`src/hw/rtl/lrr_pkg.sv`:
```
// ----------------------------------------------------------------------------
// lrr_pkg
// Shared types and constants for the line and rectangle rasterizer.
// ----------------------------------------------------------------------------
package lrr_pkg;

  // Internal coordinate width; corners and the walk wrap modulo 2^COORD_BITS
  localparam int COORD_BITS = 10;
  localparam int ACC_BITS   = COORD_BITS + 1;
  // Fixed widths of the port fields
  localparam int PIX_BITS   = 10;
  localparam int COLOR_BITS = 16;
  localparam int OP_BITS    = 2;

  typedef logic [COORD_BITS-1:0] coord_t;
  typedef logic [ACC_BITS-1:0]   acc_t;
  typedef logic [PIX_BITS-1:0]   pix_t;
  typedef logic [COLOR_BITS-1:0] color_t;

  typedef enum logic [OP_BITS-1:0] {
    OP_LINE = 2'd0,
    OP_RECT = 2'd1,
    OP_STEP = 2'd2
  } op_t;

  typedef enum logic [1:0] {
    DIR_NONE  = 2'd0,
    DIR_PLUS  = 2'd1,
    DIR_MINUS = 2'd3
  } dir_t;

  localparam logic [1:0] SEG_LAST = 2'd3;

  // One accepted command word
  typedef struct packed {
    logic [OP_BITS-1:0] opcode;
    pix_t               x_start;
    pix_t               y_start;
    pix_t               x_end;
    pix_t               y_end;
    color_t             ink_color;
  } item_t;

  // One emitted pixel
  typedef struct packed {
    logic   valid;
    pix_t   x;
    pix_t   y;
    color_t color;
    logic   done;
  } pixel_t;

  // Engine status for checking
  typedef struct packed {
    logic   busy;
    acc_t   steps_done;
    coord_t span;
  } eng_stat_t;

endpackage

```
`src/hw/rtl/lrr_engine.sv`:
```
// ----------------------------------------------------------------------------
// lrr_engine
// Shape state and one-word DDA step: loads lines and rectangle edges, and
// produces the pixel for each step word while a shape is active.
// ----------------------------------------------------------------------------
module lrr_engine import lrr_pkg::*; (
  input  logic      clk,
  input  logic      rst,
  input  logic      fire,
  input  item_t     item,
  output pixel_t    res,
  output eng_stat_t stat
);

  typedef struct packed {
    coord_t mag;
    dir_t   dir;
  } axis_t;

  function automatic axis_t axis_setup(coord_t a, coord_t b);
    axis_t r;
    if (b > a) begin
      r.mag = b - a;
      r.dir = DIR_PLUS;
    end else if (b == a) begin
      r.mag = '0;
      r.dir = DIR_NONE;
    end else begin
      r.mag = a - b;
      r.dir = DIR_MINUS;
    end
    return r;
  endfunction

  function automatic coord_t move_axis(coord_t pos, dir_t dir);
    coord_t r;
    case (dir)
      DIR_PLUS:  r = pos + coord_t'(1);
      DIR_MINUS: r = pos - coord_t'(1);
      default:   r = pos;
    endcase
    return r;
  endfunction

  // State registers
  logic       busy, busy_next;
  logic       rect_mode, rect_mode_next;
  logic [1:0] segment, segment_next;
  coord_t     corner_xa, corner_xa_next, corner_ya, corner_ya_next;
  coord_t     corner_xb, corner_xb_next, corner_yb, corner_yb_next;
  coord_t     cur_col, cur_col_next, cur_row, cur_row_next;
  coord_t     abs_dx, abs_dx_next, abs_dy, abs_dy_next;
  dir_t       dir_col, dir_col_next, dir_row, dir_row_next;
  coord_t     span, span_next;
  acc_t       acc_col, acc_col_next, acc_row, acc_row_next;
  acc_t       steps_done, steps_done_next;
  color_t     ink, ink_next;

  // Segment loader inputs
  logic       is_start;
  coord_t     src_xa, src_ya, src_xb, src_yb;
  logic [1:0] ld_seg;
  coord_t     ld_x0, ld_y0, ld_x1, ld_y1;
  axis_t      ld_ax, ld_ay;
  coord_t     ld_span;

  // Step arithmetic
  acc_t       steps_inc, acc_col_sum, acc_row_sum, span_ext;

  assign is_start = (item.opcode == OP_LINE) || (item.opcode == OP_RECT);

  // Pick the corners and the segment to load
  always_comb begin
    if (is_start) begin
      src_xa = COORD_BITS'(item.x_start);
      src_ya = COORD_BITS'(item.y_start);
      src_xb = COORD_BITS'(item.x_end);
      src_yb = COORD_BITS'(item.y_end);
      ld_seg = 2'd0;
    end else begin
      src_xa = corner_xa;
      src_ya = corner_ya;
      src_xb = corner_xb;
      src_yb = corner_yb;
      ld_seg = segment + 2'd1;
    end
  end

  // Endpoints of the segment: top, left, bottom, right edge
  always_comb begin
    case (ld_seg)
      2'd0: begin
        ld_x0 = src_xa; ld_y0 = src_ya; ld_x1 = src_xb; ld_y1 = src_ya;
      end
      2'd1: begin
        ld_x0 = src_xa; ld_y0 = src_ya; ld_x1 = src_xa; ld_y1 = src_yb;
      end
      2'd2: begin
        ld_x0 = src_xa; ld_y0 = src_yb; ld_x1 = src_xb; ld_y1 = src_yb;
      end
      default: begin
        ld_x0 = src_xb; ld_y0 = src_ya; ld_x1 = src_xb; ld_y1 = src_yb;
      end
    endcase
    ld_ax   = axis_setup(ld_x0, ld_x1);
    ld_ay   = axis_setup(ld_y0, ld_y1);
    ld_span = (ld_ax.mag > ld_ay.mag) ? ld_ax.mag : ld_ay.mag;
  end

  assign span_ext    = {1'b0, span};
  assign steps_inc   = steps_done + acc_t'(1);
  assign acc_col_sum = acc_col + {1'b0, abs_dx};
  assign acc_row_sum = acc_row + {1'b0, abs_dy};

  // Next state and pixel for the word in hand
  always_comb begin
    busy_next       = busy;
    rect_mode_next  = rect_mode;
    segment_next    = segment;
    corner_xa_next  = corner_xa;
    corner_ya_next  = corner_ya;
    corner_xb_next  = corner_xb;
    corner_yb_next  = corner_yb;
    cur_col_next    = cur_col;
    cur_row_next    = cur_row;
    abs_dx_next     = abs_dx;
    abs_dy_next     = abs_dy;
    dir_col_next    = dir_col;
    dir_row_next    = dir_row;
    span_next       = span;
    acc_col_next    = acc_col;
    acc_row_next    = acc_row;
    steps_done_next = steps_done;
    ink_next        = ink;
    res             = '0;

    if (fire) begin
      case (item.opcode)
        OP_LINE, OP_RECT: begin
          corner_xa_next = src_xa;
          corner_ya_next = src_ya;
          corner_xb_next = src_xb;
          corner_yb_next = src_yb;
          ink_next       = item.ink_color;
          rect_mode_next = (item.opcode == OP_RECT);
          segment_next   = 2'd0;
          busy_next      = 1'b1;
        end
        OP_STEP: begin
          if (busy) begin
            res.valid       = 1'b1;
            res.x           = PIX_BITS'(cur_col);
            res.y           = PIX_BITS'(cur_row);
            res.color       = ink;
            steps_done_next = steps_inc;
            if (steps_inc > span_ext) begin
              if (rect_mode && (segment != SEG_LAST)) begin
                segment_next = ld_seg;
              end else begin
                busy_next = 1'b0;
                res.done  = 1'b1;
              end
            end else begin
              // Advance each axis when its error passes the span
              acc_col_next = acc_col_sum;
              acc_row_next = acc_row_sum;
              if (acc_col_sum > span_ext) begin
                acc_col_next = acc_col_sum - span_ext;
                cur_col_next = move_axis(cur_col, dir_col);
              end
              if (acc_row_sum > span_ext) begin
                acc_row_next = acc_row_sum - span_ext;
                cur_row_next = move_axis(cur_row, dir_row);
              end
            end
          end
        end
        default: ;
      endcase

      // Load a fresh segment on start or on moving to the next edge
      if (is_start || (segment_next != segment)) begin
        cur_col_next    = ld_x0;
        cur_row_next    = ld_y0;
        abs_dx_next     = ld_ax.mag;
        abs_dy_next     = ld_ay.mag;
        dir_col_next    = ld_ax.dir;
        dir_row_next    = ld_ay.dir;
        span_next       = ld_span;
        acc_col_next    = '0;
        acc_row_next    = '0;
        steps_done_next = '0;
      end
    end
  end

  always_ff @(posedge clk) begin
    if (rst) begin
      busy       <= 1'b0;
      rect_mode  <= 1'b0;
      segment    <= 2'd0;
      corner_xa  <= '0;
      corner_ya  <= '0;
      corner_xb  <= '0;
      corner_yb  <= '0;
      cur_col    <= '0;
      cur_row    <= '0;
      abs_dx     <= '0;
      abs_dy     <= '0;
      dir_col    <= DIR_NONE;
      dir_row    <= DIR_NONE;
      span       <= '0;
      acc_col    <= '0;
      acc_row    <= '0;
      steps_done <= '0;
      ink        <= '0;
    end else begin
      busy       <= busy_next;
      rect_mode  <= rect_mode_next;
      segment    <= segment_next;
      corner_xa  <= corner_xa_next;
      corner_ya  <= corner_ya_next;
      corner_xb  <= corner_xb_next;
      corner_yb  <= corner_yb_next;
      cur_col    <= cur_col_next;
      cur_row    <= cur_row_next;
      abs_dx     <= abs_dx_next;
      abs_dy     <= abs_dy_next;
      dir_col    <= dir_col_next;
      dir_row    <= dir_row_next;
      span       <= span_next;
      acc_col    <= acc_col_next;
      acc_row    <= acc_row_next;
      steps_done <= steps_done_next;
      ink        <= ink_next;
    end
  end

  assign stat.busy       = busy;
  assign stat.steps_done = steps_done;
  assign stat.span       = span;

endmodule

```
`src/hw/rtl/line_rectangle_rasterizer_unit.sv`:
```
// Path: a word reaches the input register on acceptance; the pixel of a
//   step word goes through the engine into the result register, where
//   out_valid rises and the pixel is held until out_ready takes it.
// Throughput: one word per cycle while the result register is free or
//   being drained; one pixel per step word while a shape is active.
// Reset: synchronous, active high; clears the handshake valids and all shape
//   state, leaving the rasterizer idle.
// ----------------------------------------------------------------------------
// line_rectangle_rasterizer_unit
// Line and rectangle outline pixel generator with registered input and
// result stages.
// ----------------------------------------------------------------------------
module line_rectangle_rasterizer_unit import lrr_pkg::*; (
  input  logic                  clk,
  input  logic                  rst,
  input  logic                  in_valid,
  output logic                  in_ready,
  input  logic [OP_BITS-1:0]    opcode,
  input  logic [PIX_BITS-1:0]   x_start,
  input  logic [PIX_BITS-1:0]   y_start,
  input  logic [PIX_BITS-1:0]   x_end,
  input  logic [PIX_BITS-1:0]   y_end,
  input  logic [COLOR_BITS-1:0] ink_color,
  output logic                  out_valid,
  input  logic                  out_ready,
  output logic [PIX_BITS-1:0]   pixel_x,
  output logic [PIX_BITS-1:0]   pixel_y,
  output logic [COLOR_BITS-1:0] pixel_color,
  output logic                  shape_done
);

  logic      s1_valid;
  item_t     s1_item;
  logic      out_free;
  logic      adv;
  logic      in_fire;
  pixel_t    eng_res;
  eng_stat_t eng_stat;

  // Stage moves when the result slot is empty or being drained
  assign out_free = !out_valid || out_ready;
  assign adv      = s1_valid && out_free;
  assign in_ready = !s1_valid || out_free;
  assign in_fire  = in_valid && in_ready;

  // Input register
  always_ff @(posedge clk) begin
    if (rst) begin
      s1_valid <= 1'b0;
    end else if (in_fire) begin
      s1_valid <= 1'b1;
    end else if (adv) begin
      s1_valid <= 1'b0;
    end
  end

  always_ff @(posedge clk) begin
    if (in_fire) begin
      s1_item.opcode    <= opcode;
      s1_item.x_start   <= x_start;
      s1_item.y_start   <= y_start;
      s1_item.x_end     <= x_end;
      s1_item.y_end     <= y_end;
      s1_item.ink_color <= ink_color;
    end
  end

  lrr_engine u_engine (
    .clk  (clk),
    .rst  (rst),
    .fire (adv),
    .item (s1_item),
    .res  (eng_res),
    .stat (eng_stat)
  );

  // Result register
  always_ff @(posedge clk) begin
    if (rst) begin
      out_valid <= 1'b0;
    end else if (out_free) begin
      out_valid <= adv && eng_res.valid;
    end
  end

  always_ff @(posedge clk) begin
    if (adv && eng_res.valid) begin
      pixel_x     <= eng_res.x;
      pixel_y     <= eng_res.y;
      pixel_color <= eng_res.color;
      shape_done  <= eng_res.done;
    end
  end

`ifndef SYNTH
  // Only a step word can produce a pixel
  a_pix_from_step: assert property (@(posedge clk) disable iff (rst)
    (adv && eng_res.valid) |-> (s1_item.opcode == OP_STEP))
    else $error("pixel produced by a non-step word");

  // A start word always leaves the engine busy
  a_start_busy: assert property (@(posedge clk) disable iff (rst)
    (adv && (s1_item.opcode == OP_LINE || s1_item.opcode == OP_RECT))
      |=> eng_stat.busy)
    else $error("engine idle after start");

  // The final pixel of a shape returns the engine to idle
  a_done_idle: assert property (@(posedge clk) disable iff (rst)
    (adv && eng_res.valid && eng_res.done) |=> !eng_stat.busy)
    else $error("engine still busy after final pixel");

  // While a segment is active its step count never passes the span
  a_steps_bound: assert property (@(posedge clk) disable iff (rst)
    eng_stat.busy |-> (eng_stat.steps_done <= {1'b0, eng_stat.span}))
    else $error("step count beyond span");
`endif

endmodule
```
`config.mk`:
```
export PLATFORM = sky130hd
export DESIGN_NAME = line_rectangle_rasterizer_unit
export DESIGN_NICKNAME = d
export VERILOG_FILES = /design/src/hw/rtl/lrr_pkg.sv /design/src/hw/rtl/lrr_engine.sv /design/src/hw/rtl/line_rectangle_rasterizer_unit.sv
export SDC_FILE = /design/constraint.sdc
export NUM_CORES = 1
export LEC_CHECK = 0
export ABC_AREA = 0
export BUFFER_PORTS_ARGS = -buffer_cell sky130_fd_sc_hd__buf_2
export CAP_MARGIN = 20
export CORE_MARGIN = 5
export CORE_UTILIZATION = 55
export CTS_BUF_LIST = sky130_fd_sc_hd__clkbuf_16
export DETAILED_ROUTE_END_ITERATION = 16
export PLACE_DENSITY_LB_ADDON = 0.1
export SYNTH_ARGS = -nofsm -noshare
export SYNTH_HDL_FRONTEND = slang
export SYNTH_SLANG_ARGS = --single-unit
export TNS_END_PERCENT = 50
```
`constraint.sdc`:
```
create_clock -name clk -period 18.2 [get_ports clk]
set_input_delay 0.91 -clock clk [delete_from_list [all_inputs] [get_ports clk]]
set_output_delay 0.91 -clock clk [all_outputs]
set_load 0.05 [all_outputs]
```
* After elaboration in Yosys (flattened, before gate mapping)
Cells that the tools add are included.
** Operators by class
- Bitwise gates (word level) :: 0
- $add $sub $neg :: 14
- $lt $le $gt $ge :: 6
- Shift-type cells :: 0
- Reduce and logical (&&, ||, !) cells :: 31
- Multiply operators :: 0
- Multiplexer cells :: 55
- Div/mod/pow operators :: 0
- Equality and inequality tests :: 13
** Operators by type and width (count)
- 10-bit 2-to-1 mux :: 19
- 11-bit 2-to-1 mux :: 13
- 38-bit 2-to-1 mux :: 3
- 12-bit 2-to-1 mux :: 4
- 10-bit one-hot mux with 2 select lines :: 2
- 10-bit subtractor :: 4
- 11-bit by 10-bit > comparator with 1-bit output :: 3
- 10-bit > comparator :: 3
- 11-bit by 10-bit adder with 11-bit output :: 2
- 11-bit by 10-bit subtractor with 11-bit output :: 2
- 10-bit by 1-bit adder with 10-bit output, second input constant :: 2
- 10-bit == test :: 2
- 10-bit by 1-bit subtractor with 10-bit output, second input constant :: 2
- 6-bit AND reduction :: 2
- 2-bit nonzero test :: 6
- 11-bit by 1-bit adder with 11-bit output, second input constant :: 1
- 2-bit 2-to-1 mux :: 5
- 2-bit by 1-bit == test with 1-bit output, second input constant :: 4
- 2-bit == test, second input constant :: 4
- 4-bit AND reduction :: 2
- 1-bit 2-to-1 mux :: 7
- 2-bit AND reduction :: 3
- 3-bit AND reduction :: 2
- 3-bit nonzero test :: 2
- 11 further kinds :: 20
** Word-level totals
- Word-level logic and storage cells :: 149
- Bits in registers :: 244
- Memories :: 0
- Output and inout port bits :: 39
- RAM bits :: 0
- Bits in latches :: 0
- Memory bits (read-only) :: 0

* Depth between registers and ports, before layout
Gate-level depths: netlist (run 1).
- Depth after elaboration :: 12
- Mapped depth :: 28

* Modules after synthesis
From an unflattened synthesis (run 1), not the netlist that was laid out.
** Unflattened totals
- Cell total of the unflattened synthesis :: 1657
- Area, all modules :: 14905.5 µm²
** By module, submodules not included
- lrr_engine :: instances 1, seq. area each 2942.8 µm², cells an instance 1551, area an instance 11950.2 µm²
- line_rectangle_rasterizer_unit :: instances 1, seq. area each 2892.8 µm², cells an instance 106, area an instance 2955.3 µm²

* Worst setup path after synthesis (run 1)
OpenSTA, ideal clock, no wires.
- Path kind :: reg2reg
- Start point :: register u_engine.segment[0]
- End point :: register u_engine.span[2]
- Data arrival time :: 6113 ps
- Path slack :: 11965 ps
- Stages on the path, launching flop included :: 25
- Clock period less this slack :: 6235 ps
- Path buffers :: 1
- Path through :: dfxtp_1 -> ha_1 -> clkbuf_1 -> nor2_1 -> mux2i_1 -> a21o_1 -> ha_1 -> inv_1 -> fa_1 -> and2_1 -> o31a_1 -> o211ai_2 -> a21oi_4 -> nor2_8 -> mux2_2 -> a311oi_2 -> inv_1 -> ha_1 -> nand3_1 -> nor3_1 -> a2111oi_0 -> a221oi_1 -> nor3_1 -> and3_1 -> a221o_1
** RTL lines
- start: declaration :: line lrr_engine.sv:48 : logic [1:0] segment, segment_next;
- start signal: assignment :: line lrr_engine.sv:220 : segment <= segment_next;
- end signal: assignment :: line lrr_engine.sv:231 : span <= span_next;
- end: declaration :: line lrr_engine.sv:54 : coord_t span, span_next;

==> flow_summary.html, run 1 <==
<table>
<tr><th>Metric</th><th>Value</th></tr>
<tr><th colspan="2">Status</th></tr>
<tr><td>Outcome</td><td>completed</td></tr>
<tr><th colspan="2">Final layout</th></tr>
<tr><td>Post-layout nets</td><td>1879</td></tr>
<tr><td>Fraction of final layout cells with drive strength greater than 1</td><td>12.8%</td></tr>
<tr><td>Total of fill cells in the finished design</td><td>2388</td></tr>
<tr><td>Storage cell area</td><td>0.00584 sq mm</td></tr>
<tr><td>Post-Layout Cell Count</td><td>2061</td></tr>
<tr><td>Total area of multi-input combinational cells</td><td>0.00854 sq mm</td></tr>
<tr><td>Relative area change from synthesis to final layout</td><td>10.5%</td></tr>
<tr><td>Number of inserted diodes</td><td>0</td></tr>
<tr><td>Cell area after layout</td><td>approximately 0.017 sq mm</td></tr>
<tr><th colspan="2">Placement</th></tr>
<tr><td>Count of placed standard cells including taps</td><td>2010</td></tr>
<tr><td>Final HPWL DP</td><td>28.1 mm</td></tr>
<tr><td>Port bufs</td><td>100</td></tr>
<tr><td>Worst setup slack before clock tree synthesis</td><td>10.53 ns</td></tr>
<tr><td>Weighted congestion at the end of routability-driven global placement</td><td>roughly 0.96</td></tr>
<tr><td>Cell area after placement</td><td>between 0.015 and 0.02 sq mm</td></tr>
<tr><th colspan="2">Timing</th></tr>
<tr><td>RSZ-0062 raised after global routing</td><td>no</td></tr>
<tr><td>Fmax</td><td>0.128 GHz</td></tr>
<tr><td>Fraction of the cycle the final worst path needs</td><td>43.1%</td></tr>
<tr><td>Clock tree skew after final layout</td><td>0.0172 ns</td></tr>
<tr><td>Hold Worst Slack</td><td>between 0.4 and 0.5 ns</td></tr>
<tr><td>Worst-Margin Slew</td><td>just over 1 ns</td></tr>
<tr><td>Final-report setup violation count</td><td>0</td></tr>
<tr><td>Minimum period implied by the final worst setup slack</td><td>7.84 ns</td></tr>
<tr><td>Fin Setup TNS</td><td>0 ns</td></tr>
<tr><td>Least setup slack across all paths after layout</td><td>between 10 and 15 ns</td></tr>
<tr><td>Relative max-transition margin</td><td>31.4%</td></tr>
<tr><td>Final Hold Violating Endpoints</td><td>0</td></tr>
<tr><td>Count of final max-slew check failures</td><td>0</td></tr>
<tr><th colspan="2">Logic synthesis</th></tr>
<tr><td>Warning count from the yosys run</td><td>0</td></tr>
<tr><td>Post-Syn Nets</td><td>1825</td></tr>
<tr><td>Number of flops mapped to enable cells by yosys</td><td>95</td></tr>
<tr><td>Most common cell in the synthesized netlist</td><td>sky130_fd_sc_hd__nand2_1</td></tr>
<tr><td>Mean instance size in the synthesized netlist</td><td>9.17 sq um</td></tr>
<tr><td>Commonest cells in the netlist</td><td>sky130_fd_sc_hd__nand2_1, sky130_fd_sc_hd__dfxtp_1, sky130_fd_sc_hd__a21oi_1</td></tr>
<tr><td>Synthesized instance count</td><td>1645</td></tr>
<tr><td>Cell area after technology mapping</td><td>around 0.015 sq mm</td></tr>
<tr><td>Main synth FF type</td><td>sky130_fd_sc_hd__dfxtp_1</td></tr>
<tr><td>Cell types with the largest area share after synthesis</td><td>sky130_fd_sc_hd__dfxtp_1, sky130_fd_sc_hd__edfxtp_1, sky130_fd_sc_hd__ha_1</td></tr>
<tr><td>Cell accounting for the most synthesized area</td><td>sky130_fd_sc_hd__dfxtp_1</td></tr>
<tr><td>Seq cells post-synth</td><td>244</td></tr>
<tr><td>Async set-reset flop share out of synthesis</td><td>0%</td></tr>
<tr><td>Post-synth top area share</td><td>19.8%</td></tr>
<tr><td>Proportion of synthesized chip area in sequential cells</td><td>38.7%</td></tr>
<tr><td>Count of distinct cell types in the synthesized netlist</td><td>96</td></tr>
<tr><th colspan="2">Floorplan</th></tr>
<tr><td>Initial Utilization</td><td>about 56%</td></tr>
<tr><td>Number of rows created at floorplan</td><td>60</td></tr>
<tr><td>Core Area</td><td>0.0270 sq mm</td></tr>
<tr><td>DIE WIDTH</td><td>176 um</td></tr>
<tr><td>Die height</td><td>176 um</td></tr>
<tr><td>Top-level I/O count</td><td>101</td></tr>
<tr><td>Die ar.</td><td>between 0.03 and 0.04 sq mm</td></tr>
<tr><th colspan="2">Job</th></tr>
<tr><td>Max-cap violation count</td><td>0</td></tr>
<tr><th colspan="2">Critical path</th></tr>
<tr><td>CP Capture Type</td><td>flop</td></tr>
<tr><td>Worst Setup Start Kind</td><td>flop</td></tr>
<tr><td>Highest fanout seen on the critical path</td><td>93</td></tr>
<tr><td>Data required, critical path</td><td>18.63 ns</td></tr>
<tr><td>R2R Setup Slk</td><td>10.36 ns</td></tr>
<tr><td>Endpoint of the worst-slack reg-to-reg timing path</td><td>u_engine.span[2]</td></tr>
<tr><td>Highest cell delay on the worst timing path</td><td>a little under 1 ns</td></tr>
<tr><td>Critical path's slowest cell</td><td>sky130_fd_sc_hd__edfxtp_1</td></tr>
<tr><td>Origin of the critical flop-to-flop path</td><td>s1_item[57]</td></tr>
<tr><td>Cells on worst reg2reg path</td><td>25</td></tr>
<tr><td>Critical path class</td><td>reg2reg</td></tr>
<tr><td>Arrival time at the worst endpoint</td><td>8.26 ns</td></tr>
<tr><th colspan="2">Min path</th></tr>
<tr><td>Hold Path Sink</td><td>u_engine.ink[5]</td></tr>
<tr><td>Cell depth of the worst min-delay path</td><td>2</td></tr>
<tr><td>Path type of the worst min-delay path</td><td>reg2reg</td></tr>
<tr><td>Startpoint of the tightest hold check path</td><td>u_engine.ink[5]</td></tr>
<tr><th colspan="2">Global route</th></tr>
<tr><td>Total GRT Usage</td><td>24.1%</td></tr>
<tr><td>Vias in the first global route</td><td>about 11000</td></tr>
<tr><td>Initial antenna violation count</td><td>0</td></tr>
<tr><td>Wire length of the first global-routing pass</td><td>61.0 mm</td></tr>
<tr><td>Largest net degree at the start of global routing</td><td>94</td></tr>
<tr><td>Global-route congestion overflow total</td><td>0</td></tr>
<tr><th colspan="2">Clocking</th></tr>
<tr><td>Htree depth</td><td>1</td></tr>
<tr><td>Number of buffers inserted by post-CTS setup repair</td><td>0</td></tr>
<tr><td>Max Buffers Root-to-Sink</td><td>3</td></tr>
<tr><td>Number of clock buffers inserted by TritonCTS</td><td>27</td></tr>
<tr><td>Clock tree from TritonCTS</td><td>yes</td></tr>
<tr><td>Clock latency on the worst-skew pair</td><td>between 0.5 and 0.6 ns</td></tr>
<tr><td>Post-CTS Resized</td><td>0</td></tr>
<tr><td>Number of hold buffers added after cts</td><td>0</td></tr>
<tr><td>CTS clk-pin slew, worst paths</td><td>0.07 ns</td></tr>
<tr><td>CTS Root Buffer Type</td><td>sky130_fd_sc_hd__clkbuf_16</td></tr>
<tr><td>Clock sinks</td><td>about 240</td></tr>
<tr><th colspan="2">Routing</th></tr>
<tr><td>DR DRC count</td><td>0</td></tr>
<tr><td>ANT nets after route</td><td>0</td></tr>
<tr><td>Via total after detailed routing</td><td>approximately 12000</td></tr>
<tr><td>Final routed wirelength across all metal layers</td><td>38.0 mm</td></tr>
<tr><td>Iteration count of the initial detailed-routing pass</td><td>6</td></tr>
<tr><td>Number of DRC markers in iteration 0</td><td>966</td></tr>
<tr><td>Average wire per standard cell</td><td>18.5 um</td></tr>
<tr><td>Vias per std cell</td><td>5.91</td></tr>
<tr><th colspan="2">Pwr</th></tr>
<tr><td>Sequential group share of total power</td><td>31.6%</td></tr>
<tr><td>Sw frac</td><td>36.5%</td></tr>
<tr><td>Total leakage power</td><td>approximately 0.007 uW</td></tr>
<tr><td>Part of the total power dissipated in combinational logic</td><td>39.5%</td></tr>
<tr><td>Total internal power</td><td>1270 uW</td></tr>
<tr><td>Net switching power of the design</td><td>727 uW</td></tr>
<tr><td>Power per cell area</td><td>120 mW/mm^2</td></tr>
<tr><td>Clock share of power</td><td>28.9%</td></tr>
<tr><td>Worst vdd rail ir drop</td><td>137 uV</td></tr>
</table>
==> metrics by stage <==
stage | util, % | power (uW)
finish | 61.8 | 1990
global route | 61.8 | 2110
CTS | 61.8 | 2000
detailed placement | 58.3 | 1420
global placement | 58.3 | 1400
floorplan | - | 1240
==> critical path: cells and delay by family (launching register included) <==
kind / cells / cell delay, ns
flops: 1 / 0.99
compound gates: 8 / 2.06
mux: 2 / 0.64
fa+ha+maj: 3 / 0.94
buf+inv: 4 / 1.14
simple gates: 8 / 1.92
==> flip-flops by register name (all words and copies together), names as in the netlist, 2 cells and up <==
name and flops:
s1_item 58, pixel_color 16, u_engine.ink 16, u_engine.acc_col 11, u_engine.acc_row 11, u_engine.steps_done 11, pixel_x 10, pixel_y 10
u_engine.abs_dx 10, u_engine.abs_dy 10, u_engine.corner_xa 10, u_engine.corner_xb 10, u_engine.corner_ya 10, u_engine.corner_yb 10, u_engine.cur_col 10, u_engine.cur_row 10
u_engine.span 10, u_engine.dir_col 2, u_engine.dir_row 2, u_engine.segment 2
==> worst max-delay path by stage <==
stage,endpoint,start,depth (start not counted)
CTS,u_engine.span[2],s1_item[57],25
global placement,u_engine.span[7],s1_item[57],26
finish,u_engine.span[2],s1_item[57],25
global route,u_engine.span[7],s1_item[57],26
detailed placement,u_engine.span[6],s1_item[57],25
floorplan,u_engine.span[2],u_engine.segment[0],24
==> cell usage in the layout, fill, tap and decap left out, types with 10 or more instances in the layout <==
cell                        instances
sky130_fd_sc_hd__dfxtp_1          149
sky130_fd_sc_hd__fa_1              10
sky130_fd_sc_hd__edfxtp_1          95
sky130_fd_sc_hd__buf_2             99
sky130_fd_sc_hd__o21a_1            14
sky130_fd_sc_hd__nand4_1           13
sky130_fd_sc_hd__o21ai_0           71
sky130_fd_sc_hd__nand3_1           37
sky130_fd_sc_hd__mux2i_1           73
sky130_fd_sc_hd__nor3_1            29
sky130_fd_sc_hd__clkbuf_16         27
sky130_fd_sc_hd__a21o_1            26
sky130_fd_sc_hd__and3_1            47
sky130_fd_sc_hd__nor2b_1           27
sky130_fd_sc_hd__and2_1            10
sky130_fd_sc_hd__ha_1             108
sky130_fd_sc_hd__nand2_1          226
sky130_fd_sc_hd__inv_1             81
sky130_fd_sc_hd__nand2b_1          11
sky130_fd_sc_hd__xnor2_1           44
sky130_fd_sc_hd__xor2_1            17
sky130_fd_sc_hd__a211oi_1          16
sky130_fd_sc_hd__buf_4             15
sky130_fd_sc_hd__a21oi_1          145
sky130_fd_sc_hd__nor2_1            91
==> layer usage <==
| metal | GRT usage (%) | vias to the layer above | share of wire [%] |
|---|---|---|---|
| met2 | 38.0 | 328 | 44 |
| met5 | 0 | - | 0 |
| met3 | 3.29 | 71 | 4.9 |
| met4 | 7.86 | 0 | 3.7 |
| met1 | 34.6 | 5716 | 47 |
| li1 | - | 6065 | - |
==> final cells by class <==
type / instances / area share [%]
clock inverters: 23 / 1.61
flip-flops and latches: 244 / 35.0
clock buffers: 27 / 4.05
well taps: 341 / 2.56
repair buffers: 115 / 3.72
multi-input cells: 1232 / 51.3
inverters: 79 / 1.78
==> power by group through the flow <==
| stage | logic [uW] | registers [uW] | clock network, uW |
|---|---|---|---|
| CTS | 780 | 629 | 589 |
| detailed placement | 775 | 641 | 0 |
| floorplan | 612 | 632 | 0 |
| finish | 787 | 630 | 577 |
| global route | 866 | 634 | 614 |
| global placement | 764 | 640 | 0 |
==> logic make-up after synthesis <==
| group | count (synthesis) | synth area share (%) |
|---|---|---|
| simple gates | 546 | 17.7 |
| compound gates | 427 | 19.5 |
| flops | 244 | 38.7 |
| buf+inv | 169 | 4.76 |
| fa+ha+maj | 118 | 10.3 |
| mux | 79 | 5.42 |
| xor+xnor | 62 | 3.65 |
Power figures use the tool's default switching activity.
==> run 2, diff against run 1 <==
Settings changed: ABC_AREA 0 to 1.
Clock period 18.2 ns to 6.3 ns, I/O delays scaled along.
==> run 2 against run 1 <==
  * Non-clock buffer count grew 53
  * Critical path depth grew 2
  * Global-route usage grew 0.71 points
  * Sequential power grew to 2.8 times the previous value
  * Highest routed layer unchanged
  * Utilization grew 2.2 points
  * Fmax grew 40%
  * Flip-flop and latch count is the same
  * Largest power group is now registers
  * Synthesized area grew 0.47%
==> flow_summary.html, run 2 <==
<table>
<tr><th>Metric</th><th>Value</th></tr>
<tr><th colspan="2">Floorplan</th></tr>
<tr><td>DIE WIDTH</td><td>176 um (about the same)</td></tr>
<tr><td>Die height</td><td>176 um (about the same)</td></tr>
<tr><td>Core Area</td><td>0.0270 sq mm (about the same)</td></tr>
<tr><td>Top-level I/O count</td><td>101 (unchanged)</td></tr>
<tr><td>Die ar.</td><td>0.0310 sq mm (was 0.0308 sq mm)</td></tr>
<tr><td>Initial Utilization</td><td>56.1% (was 56.0%)</td></tr>
<tr><td>Number of rows created at floorplan</td><td>60 (unchanged)</td></tr>
<tr><th colspan="2">Logic synthesis</th></tr>
<tr><td>Cell types with the largest area share after synthesis</td><td>sky130_fd_sc_hd__dfxtp_1, sky130_fd_sc_hd__edfxtp_1, sky130_fd_sc_hd__nand2_1 (was sky130_fd_sc_hd__dfxtp_1, sky130_fd_sc_hd__edfxtp_1, sky130_fd_sc_hd__ha_1)</td></tr>
<tr><td>Post-Syn Nets</td><td>2248 (was 1825)</td></tr>
<tr><td>Cell accounting for the most synthesized area</td><td>sky130_fd_sc_hd__dfxtp_1 (unchanged)</td></tr>
<tr><td>Mean instance size in the synthesized netlist</td><td>7.33 sq um (was 9.17 sq um)</td></tr>
<tr><td>Count of distinct cell types in the synthesized netlist</td><td>47 (was 96)</td></tr>
<tr><td>Share of the synthesized area in compound gates (AO/OA/AOI/OAI)</td><td>14.5% (was 19.5%)</td></tr>
<tr><td>Simple-gate share of the synthesized area</td><td>23.2% (was 17.7%)</td></tr>
<tr><td>Number of flops mapped to enable cells by yosys</td><td>95 (unchanged)</td></tr>
<tr><td>Area share of xor/xnor cells in the synthesized design</td><td>4.16% (was 3.65%)</td></tr>
<tr><td>Post-synth top area share</td><td>19.7% (was 19.8%)</td></tr>
<tr><td>Fraction of synthesized area in multiplexers</td><td>0% (was 5.42%)</td></tr>
<tr><td>Seq cells post-synth</td><td>244 (unchanged)</td></tr>
<tr><td>Async set-reset flop share out of synthesis</td><td>0% (unchanged)</td></tr>
<tr><td>Cell area after technology mapping</td><td>0.0152 sq mm (was 0.0151 sq mm)</td></tr>
<tr><td>Warning count from the yosys run</td><td>0 (unchanged)</td></tr>
<tr><td>Synthesized instance count</td><td>2068 (was 1645)</td></tr>
<tr><td>Main synth FF type</td><td>sky130_fd_sc_hd__dfxtp_1 (unchanged)</td></tr>
<tr><td>Area share of fa/ha/maj cells after synthesis</td><td>10.2% (was 10.3%)</td></tr>
<tr><td>Combinational family with the most area after synthesis</td><td>simple AND/OR/NAND/NOR gates (was compound AO/OA/AOI/OAI gates)</td></tr>
<tr><td>Proportion of synthesized chip area in sequential cells</td><td>38.5% (was 38.7%)</td></tr>
<tr><td>Commonest cells in the netlist</td><td>sky130_fd_sc_hd__nand2_1, sky130_fd_sc_hd__inv_1, sky130_fd_sc_hd__o21ai_0 (was sky130_fd_sc_hd__nand2_1, sky130_fd_sc_hd__dfxtp_1, sky130_fd_sc_hd__a21oi_1)</td></tr>
<tr><td>Most common cell in the synthesized netlist</td><td>sky130_fd_sc_hd__nand2_1 (unchanged)</td></tr>
<tr><th colspan="2">Critical path</th></tr>
<tr><td>Worst Setup Start Kind</td><td>flop (unchanged)</td></tr>
<tr><td>Critical path's slowest cell</td><td>sky130_fd_sc_hd__o21ai_0 (was sky130_fd_sc_hd__edfxtp_1)</td></tr>
<tr><td>Most frequent cell on the critical path</td><td>sky130_fd_sc_hd__nand2_1</td></tr>
<tr><td>Highest fanout seen on the critical path</td><td>52 (was 93)</td></tr>
<tr><td>Highest cell delay on the worst timing path</td><td>0.60 ns (was 0.99 ns)</td></tr>
<tr><td>Data required, critical path</td><td>6.73 ns (was 18.63 ns)</td></tr>
<tr><td>Critical path class</td><td>reg2reg (unchanged)</td></tr>
<tr><td>Arrival time at the worst endpoint</td><td>6.02 ns (was 8.26 ns)</td></tr>
<tr><td>CP Capture Type</td><td>flop (unchanged)</td></tr>
<tr><th colspan="2">Clocking</th></tr>
<tr><td>Clock tree from TritonCTS</td><td>yes (unchanged)</td></tr>
<tr><td>Number of buffers inserted by post-CTS setup repair</td><td>0 (unchanged)</td></tr>
<tr><td>Clock latency on the worst-skew pair</td><td>0.54 ns (was 0.55 ns)</td></tr>
<tr><td>Max Buffers Root-to-Sink</td><td>3 (unchanged)</td></tr>
<tr><td>Clock sinks</td><td>244 (unchanged)</td></tr>
<tr><td>CTS clk-pin slew, worst paths</td><td>0.07 ns (about the same)</td></tr>
<tr><td>Htree depth</td><td>1 (unchanged)</td></tr>
<tr><td>Number of clock buffers inserted by TritonCTS</td><td>27 (unchanged)</td></tr>
<tr><td>CTS Root Buffer Type</td><td>sky130_fd_sc_hd__clkbuf_16 (unchanged)</td></tr>
<tr><th colspan="2">Pwr</th></tr>
<tr><td>Total leakage power</td><td>0.00832 uW (was 0.00699 uW)</td></tr>
<tr><td>Sw frac</td><td>34.8% (was 36.5%)</td></tr>
<tr><td>Net switching power of the design</td><td>1670 uW (was 727 uW)</td></tr>
<tr><td>Clock share of power</td><td>31.7% (was 28.9%)</td></tr>
<tr><td>Part of the total power dissipated in combinational logic</td><td>31.9% (was 39.5%)</td></tr>
<tr><td>Power per cell area</td><td>278 mW/mm^2 (was 120 mW/mm^2)</td></tr>
<tr><td>Total internal power</td><td>3130 uW (was 1270 uW)</td></tr>
<tr><td>Worst vdd rail ir drop</td><td>236 uV (was 137 uV)</td></tr>
<tr><td>Sequential group share of total power</td><td>36.4% (was 31.6%)</td></tr>
<tr><th colspan="2">Final layout</th></tr>
<tr><td>Post-layout nets</td><td>2369 (was 1879)</td></tr>
<tr><td>Commonest cells after routing, fill and taps aside</td><td>sky130_fd_sc_hd__nand2_1, sky130_fd_sc_hd__inv_1, sky130_fd_sc_hd__o21ai_0, sky130_fd_sc_hd__nor2_1, sky130_fd_sc_hd__a21oi_1 (was sky130_fd_sc_hd__nand2_1, sky130_fd_sc_hd__dfxtp_1, sky130_fd_sc_hd__a21oi_1, sky130_fd_sc_hd__ha_1, sky130_fd_sc_hd__buf_2)</td></tr>
<tr><td>Max reg flops</td><td>58 (unchanged)</td></tr>
<tr><td>Fraction of final layout cells with drive strength greater than 1</td><td>8.64% (was 12.8%)</td></tr>
<tr><td>Commonest non-fill, non-tap cell in the layout</td><td>sky130_fd_sc_hd__nand2_1 (unchanged)</td></tr>
<tr><td>Relative area change from synthesis to final layout</td><td>14.1% (was 10.5%)</td></tr>
<tr><td>Top register by number of flip-flops</td><td>s1_item (unchanged)</td></tr>
<tr><td>Leading registers by flop count</td><td>s1_item (58), pixel_color (16), u_engine.ink (16) (unchanged)</td></tr>
<tr><td>Number of inserted diodes</td><td>0 (unchanged)</td></tr>
<tr><th colspan="2">Timing</th></tr>
<tr><td>Worst-Margin Slew</td><td>1.03 ns (about the same)</td></tr>
<tr><td>Clock tree skew after final layout</td><td>0.0144 ns (was 0.0172 ns)</td></tr>
<tr><td>Relative max-transition margin</td><td>31.3% (was 31.4%)</td></tr>
<tr><td>RSZ-0062 raised after global routing</td><td>no (unchanged)</td></tr>
<tr><td>Fmax</td><td>0.179 GHz (was 0.128 GHz)</td></tr>
<tr><td>Hold Worst Slack</td><td>0.0835 ns (was 0.449 ns)</td></tr>
<tr><td>Fraction of the cycle the final worst path needs</td><td>88.7% (was 43.1%)</td></tr>
<tr><td>Minimum period implied by the final worst setup slack</td><td>5.59 ns (was 7.84 ns)</td></tr>
<tr><td>Fin Setup TNS</td><td>0 ns (unchanged)</td></tr>
<tr><td>Final Hold Violating Endpoints</td><td>0 (unchanged)</td></tr>
<tr><td>Count of final max-slew check failures</td><td>0 (unchanged)</td></tr>
<tr><td>Final-report setup violation count</td><td>0 (unchanged)</td></tr>
<tr><th colspan="2">Placement</th></tr>
<tr><td>Port bufs</td><td>100 (unchanged)</td></tr>
<tr><td>Final HPWL DP</td><td>28.0 mm (was 28.1 mm)</td></tr>
<tr><td>Weighted congestion at the end of routability-driven global placement</td><td>0.958 (was 0.964)</td></tr>
<tr><th colspan="2">Min path</th></tr>
<tr><td>Path type of the worst min-delay path</td><td>in2reg (was reg2reg)</td></tr>
<tr><th colspan="2">Routing</th></tr>
<tr><td>Average wire per standard cell</td><td>15.1 um (was 18.5 um)</td></tr>
<tr><td>Iteration count of the initial detailed-routing pass</td><td>5 (was 6)</td></tr>
<tr><td>DR DRC count</td><td>0 (unchanged)</td></tr>
<tr><td>Vias per std cell</td><td>5.30 (was 5.91)</td></tr>
<tr><td>Number of DRC markers in iteration 0</td><td>1000 (was 966)</td></tr>
<tr><td>Final routed wirelength across all metal layers</td><td>38.6 mm (was 38.0 mm)</td></tr>
<tr><td>ANT nets after route</td><td>0 (unchanged)</td></tr>
<tr><td>Via total after detailed routing</td><td>13515 (was 12180)</td></tr>
<tr><th colspan="2">Global route</th></tr>
<tr><td>Global-route congestion overflow total</td><td>0 (unchanged)</td></tr>
<tr><td>Total GRT Usage</td><td>24.8% (was 24.1%)</td></tr>
<tr><td>Vias in the first global route</td><td>12913 (was 11494)</td></tr>
<tr><td>Wire length of the first global-routing pass</td><td>63.8 mm (was 61.0 mm)</td></tr>
<tr><td>Largest net degree at the start of global routing</td><td>59 (was 94)</td></tr>
<tr><td>Initial antenna violation count</td><td>0 (unchanged)</td></tr>
<tr><th colspan="2">Status</th></tr>
<tr><td>Outcome</td><td>completed (unchanged)</td></tr>
<tr><th colspan="2">Job</th></tr>
<tr><td>Max-cap violation count</td><td>0 (unchanged)</td></tr>
</table>
## run 2: cell types whose count changed in the layout (fill, tap and decap cells not counted), sizes merged, moves of 58 or more
cell | before | now
mux2i | 73 | 0
dlygate4sd3 | 0 | 58
nand2 | 227 | 511
o21ai | 79 | 224
nor2 | 99 | 205
inv | 84 | 303
## run 2: cell families (layout without fill, tap and decap cells)
| group | count (synthesis) | in the layout |
|---|---|---|
| AOI/OAI and AO/OA | 418 | 418 |
| xor gates and xnor gates | 72 | 72 |
| adders and majority gates | 118 | 118 |
| buffers and inverters | 368 | 510 |
| DFF | 244 | 244 |
| and+or+nand+nor | 848 | 848 |
## run 2: area by class of cell
class | count | area (sq um)
flip-flops and latches | 244 | 5840
clock buffers | 27 | 676
inverters | 292 | 1100
clock inverters | 23 | 178
repair buffers | 168 | 1160
multi-input cells | 1456 | 7910
fillers | 2442 | 9730
well taps | 341 | 427
## run 2: worst max-delay path: cells and delay by family, from the launching register on
family | cells | cell delay [ns]
flip-flops | 1 | 0.56
adder cells (fa/ha/maj) | 2 | 0.77
AND/OR/NAND/NOR | 14 | 1.53
AO/OA/AOI/OAI | 7 | 1.51
buffers and inverters | 4 | 1.11
## run 2: layer usage
| layer | wire length (um) | vias to the layer above | track usage [%] | part of all wire [%] |
|---|---|---|---|---|
| met5 | 0 | - | 0 | 0 |
| met4 | 927 | 0 | 5.75 | 2.4 |
| met3 | 2260 | 70 | 3.98 | 5.9 |
| met2 | 17400 | 318 | 41.2 | 45 |
| met1 | 18100 | 6181 | 34.5 | 47 |
| li1 | - | 6946 | - | - |
## run 2: repair_timing
item,CTS,global route
endpoints found under the setup margin,0,9
hold buffers,58,0
resized for setup,0,3
endpoints found under the hold margin,58,0
## run 2: stage by stage
step / cells / total power, uW / util, % / setup WS, ns / instance area, sq um
3_3_place_gp: 2442 / 3240 / 58.6 / 0.879 / 15800
2_1_floorplan: 2068 / 2910 / - / 1.66 / 15200
4_1_cts: 2551 / 4810 / 63.9 / 0.685 / 17300
5_1_grt: 2551 / 5120 / 64.0 / 0.00475 / 17300
3_5_place_dp: 2443 / 3260 / 58.6 / 0.689 / 15800
6_report: 2551 / 4810 / 64.0 / 0.710 / 17300
## run 2: final timing paths
kind	endpoint	from	depth (start not counted)	slack [ns]
worst max-delay path	u_engine.span[5]	s1_item[57]	27	0.71
worst min-delay path	s1_valid	in_valid	3	0.08
worst max register to register	u_engine.span[5]	s1_item[57]	27	0.71
worst min register to register	u_engine.corner_ya[9]	u_engine.corner_ya[9]	2	0.45
## run 2: power groups by stage
stage,sequential (uW),clock (uW),combinational [uW]
floorplan,1770,0,1140
global placement,1780,0,1460
detailed placement,1780,0,1480
CTS,1750,1550,1520
global route,1750,1630,1740
finish,1750,1520,1530
==> run 3, diff against run 2 <==
Settings changed: CORE_UTILIZATION 55 to 45.
==> run 3 against run 2 <==
  * Clock power is 8% higher
  * Largest cell class unchanged
  * Via count decreased by 1.2%
  * Total power grew 2.3%
  * Setup slack is essentially flat
  * Clock skew grew 0.0050 ns
  * Non-clock buffer count increased by 1
==> flow_summary.html, run 3 (synthesis results as in run 2) <==
<table>
<tr><th>Metric</th><th>Value</th></tr>
<tr><th colspan="2">Final layout</th></tr>
<tr><td>Post-layout nets</td><td>2370 (was 2369)</td></tr>
<tr><td>Commonest non-fill, non-tap cell in the layout</td><td>sky130_fd_sc_hd__nand2_1 (unchanged)</td></tr>
<tr><td>Number of inserted diodes</td><td>0 (unchanged)</td></tr>
<tr><td>Storage cell area</td><td>0.00584 sq mm (unchanged)</td></tr>
<tr><td>Leading registers by flop count</td><td>s1_item (58), pixel_color (16), u_engine.ink (16) (unchanged)</td></tr>
<tr><td>Commonest cells after routing, fill and taps aside</td><td>sky130_fd_sc_hd__nand2_1, sky130_fd_sc_hd__inv_1, sky130_fd_sc_hd__o21ai_0, sky130_fd_sc_hd__nor2_1, sky130_fd_sc_hd__a21oi_1 (unchanged)</td></tr>
<tr><td>Fraction of final layout cells with drive strength greater than 1</td><td>8.96% (was 8.64%)</td></tr>
<tr><td>Relative area change from synthesis to final layout</td><td>15.4% (was 14.1%)</td></tr>
<tr><td>Total of fill cells in the finished design</td><td>3329 (was 2442)</td></tr>
<tr><td>Top register by number of flip-flops</td><td>s1_item (unchanged)</td></tr>
<tr><td>Total area of multi-input combinational cells</td><td>0.00791 sq mm (about the same)</td></tr>
<tr><td>Max reg flops</td><td>58 (unchanged)</td></tr>
<tr><th colspan="2">Critical path</th></tr>
<tr><td>Critical path's slowest cell</td><td>sky130_fd_sc_hd__a221oi_1 (was sky130_fd_sc_hd__o21ai_0)</td></tr>
<tr><td>Arrival time at the worst endpoint</td><td>6.03 ns (was 6.02 ns)</td></tr>
<tr><td>CP Capture Type</td><td>flop (unchanged)</td></tr>
<tr><td>Cells on worst reg2reg path</td><td>28 (was 27)</td></tr>
<tr><td>R2R Setup Slk</td><td>0.71 ns (about the same)</td></tr>
<tr><td>Origin of the critical flop-to-flop path</td><td>u_engine.segment[0] (was s1_item[57])</td></tr>
<tr><td>Highest fanout seen on the critical path</td><td>13 (was 52)</td></tr>
<tr><td>Most frequent cell on the critical path</td><td>sky130_fd_sc_hd__nand2_1 (unchanged)</td></tr>
<tr><td>Data required, critical path</td><td>6.74 ns (was 6.73 ns)</td></tr>
<tr><td>Endpoint of the worst-slack reg-to-reg timing path</td><td>u_engine.span[5] (unchanged)</td></tr>
<tr><td>Worst Setup Start Kind</td><td>flop (unchanged)</td></tr>
<tr><td>Highest cell delay on the worst timing path</td><td>0.53 ns (was 0.60 ns)</td></tr>
<tr><td>Critical path class</td><td>reg2reg (unchanged)</td></tr>
<tr><th colspan="2">Global route</th></tr>
<tr><td>Global-route congestion overflow total</td><td>0 (unchanged)</td></tr>
<tr><td>Initial antenna violation count</td><td>7 (was 0)</td></tr>
<tr><td>Vias in the first global route</td><td>12826 (was 12913)</td></tr>
<tr><td>Total GRT Usage</td><td>21.0% (was 24.8%)</td></tr>
<tr><td>Largest net degree at the start of global routing</td><td>64 (was 59)</td></tr>
<tr><td>Wire length of the first global-routing pass</td><td>65.6 mm (was 63.8 mm)</td></tr>
<tr><th colspan="2">Clocking</th></tr>
<tr><td>Clock tree from TritonCTS</td><td>yes (unchanged)</td></tr>
<tr><td>CTS Root Buffer Type</td><td>sky130_fd_sc_hd__clkbuf_16 (unchanged)</td></tr>
<tr><td>Max Buffers Root-to-Sink</td><td>3 (unchanged)</td></tr>
<tr><td>Clock latency on the worst-skew pair</td><td>0.56 ns (was 0.54 ns)</td></tr>
<tr><td>Number of clock buffers inserted by TritonCTS</td><td>27 (unchanged)</td></tr>
<tr><td>CTS clk-pin slew, worst paths</td><td>0.06 ns (was 0.07 ns)</td></tr>
<tr><td>Htree depth</td><td>1 (unchanged)</td></tr>
<tr><td>Clock sinks</td><td>244 (unchanged)</td></tr>
<tr><th colspan="2">Floorplan</th></tr>
<tr><td>Number of rows created at floorplan</td><td>67 (was 60)</td></tr>
<tr><td>Initial Utilization</td><td>45.4% (was 56.1%)</td></tr>
<tr><td>DIE WIDTH</td><td>194 um (was 176 um)</td></tr>
<tr><td>Die height</td><td>194 um (was 176 um)</td></tr>
<tr><td>Core Area</td><td>0.0334 sq mm (was 0.0270 sq mm)</td></tr>
<tr><td>Top-level I/O count</td><td>101 (unchanged)</td></tr>
<tr><td>Die ar.</td><td>0.0374 sq mm (was 0.0310 sq mm)</td></tr>
<tr><th colspan="2">Min path</th></tr>
<tr><td>Path type of the worst min-delay path</td><td>in2reg (unchanged)</td></tr>
<tr><td>Startpoint of the tightest hold check path</td><td>in_valid (unchanged)</td></tr>
<tr><td>Cell depth of the worst min-delay path</td><td>3 (unchanged)</td></tr>
<tr><td>Hold Path Sink</td><td>s1_valid (unchanged)</td></tr>
<tr><th colspan="2">Timing</th></tr>
<tr><td>Fin Setup TNS</td><td>0 ns (unchanged)</td></tr>
<tr><td>Final Hold Violating Endpoints</td><td>0 (unchanged)</td></tr>
<tr><td>Hold Worst Slack</td><td>0.0589 ns (was 0.0835 ns)</td></tr>
<tr><td>RSZ-0062 raised after global routing</td><td>no (unchanged)</td></tr>
<tr><td>Relative max-transition margin</td><td>30.9% (was 31.3%)</td></tr>
<tr><td>Fraction of the cycle the final worst path needs</td><td>88.7% (about the same)</td></tr>
<tr><td>Count of final max-slew check failures</td><td>0 (unchanged)</td></tr>
<tr><td>Final-report setup violation count</td><td>0 (unchanged)</td></tr>
<tr><td>Minimum period implied by the final worst setup slack</td><td>5.59 ns (about the same)</td></tr>
<tr><td>Clock tree skew after final layout</td><td>0.0194 ns (was 0.0144 ns)</td></tr>
<tr><td>Fmax</td><td>0.179 GHz (about the same)</td></tr>
<tr><td>Worst-Margin Slew</td><td>1.03 ns (about the same)</td></tr>
<tr><th colspan="2">Routing</th></tr>
<tr><td>Number of DRC markers in iteration 0</td><td>690 (was 1000)</td></tr>
<tr><td>Via total after detailed routing</td><td>13354 (was 13515)</td></tr>
<tr><td>ANT nets after route</td><td>0 (unchanged)</td></tr>
<tr><td>Final routed wirelength across all metal layers</td><td>40.0 mm (was 38.6 mm)</td></tr>
<tr><td>Iteration count of the initial detailed-routing pass</td><td>6 (was 5)</td></tr>
<tr><td>Vias per std cell</td><td>5.02 (was 5.30)</td></tr>
<tr><td>DR DRC count</td><td>0 (unchanged)</td></tr>
<tr><td>Average wire per standard cell</td><td>15.0 um (was 15.1 um)</td></tr>
<tr><th colspan="2">Pwr</th></tr>
<tr><td>Total leakage power</td><td>0.00832 uW (about the same)</td></tr>
<tr><td>Total power of the final layout</td><td>4910 uW (was 4810 uW)</td></tr>
<tr><td>Worst vdd rail ir drop</td><td>214 uV (was 236 uV)</td></tr>
<tr><td>Power per cell area</td><td>281 mW/mm^2 (was 278 mW/mm^2)</td></tr>
<tr><th colspan="2">Job</th></tr>
<tr><td>Max-cap violation count</td><td>0 (unchanged)</td></tr>
<tr><th colspan="2">Status</th></tr>
<tr><td>Outcome</td><td>completed (unchanged)</td></tr>
<tr><th colspan="2">Placement</th></tr>
<tr><td>Final HPWL DP</td><td>30.0 mm (was 28.0 mm)</td></tr>
<tr><td>Port bufs</td><td>100 (unchanged)</td></tr>
<tr><td>Weighted congestion at the end of routability-driven global placement</td><td>0.897 (was 0.958)</td></tr>
</table>
## run 3: changes by cell type in the layout (fill, tap and decap cells not counted), moves of 2 or more
| cell | delta |
|---|---|
| sky130_fd_sc_hd__bufinv_16 | +2 |
| sky130_fd_sc_hd__clkinv_2 | +2 |
| sky130_fd_sc_hd__o21ai_1 | +2 |
| sky130_fd_sc_hd__inv_2 | +2 |
| sky130_fd_sc_hd__o21ai_0 | -2 |
| sky130_fd_sc_hd__clkinvlp_4 | +2 |
| sky130_fd_sc_hd__clkinv_1 | +2 |
| sky130_fd_sc_hd__inv_1 | -8 |
| sky130_fd_sc_hd__buf_4 | +2 |
## run 3: power by group
part,switching [uW],leakage (uW),internal [uW]
registers,34.6,0.00216,1710
clock network,656,0.000464,986
logic,1000,0.00570,524
## run 3: critical path: cells and delay by family, from the launching register on
family,cells,cell delay [ns]
and+or+nand+nor,13,1.98
AOI/OAI and AO/OA,7,1.29
adders and majority gates,3,0.94
buffers and inverters,5,0.80
DFF,1,0.47
## run 3: worst max-delay path by stage
| stage | start | endpoint | slack (ns) | depth (start not counted) |
|---|---|---|---|---|
| final | u_engine.segment[0] | u_engine.span[5] | 0.71 | 28 |
| after global routing | s1_item[57] | u_engine.span[7] | 0.1 | 26 |
| after CTS | u_engine.segment[0] | u_engine.span[5] | 0.45 | 28 |
| after detailed placement | u_engine.segment[0] | u_engine.span[5] | 0.49 | 28 |
| after global placement | u_engine.segment[0] | u_engine.span[5] | 0.57 | 28 |
| after floorplan | s1_item[57] | u_engine.span[0] | 1.66 | 31 |
## run 3: per-layer routing
metal  global-route usage, %  share of wire, %  up-vias
li1                        -                 -     6944
met1                    29.1                48     6097
met2                    34.6                45      248
met3                    3.53               5.1       59
met4                    4.62               1.9        6
met5                       0             0.097        -
## run 3: layout make-up
cell class	count	share of cell area [%]
clock buffers	27	3.86
clock inverters	23	1.41
inverters	292	6.27
multi-input cells	1456	45.2
flip-flops and latches	244	33.4
well taps	448	3.21
repair buffers	169	6.65
## run 3: per-stage QoR
step                area, sq um  setup slack [ns]  cells  utilization, %
floorplan                 15200              1.66   2068               -
global placement          16000             0.567   2551            47.9
detailed placement        16000             0.494   2551            47.9
CTS                       17500             0.447   2659            52.4
global route              17500            0.0997   2659            52.4
finish                    17500             0.710   2659            52.4
## run 3: timing repair
action,4_1_cts,5_1_grt
gates resized for setup,0,3
endpoints found under the hold margin,58,0
setup endpoints to repair,0,9
buffers inserted,0,0
hold buffers,58,0
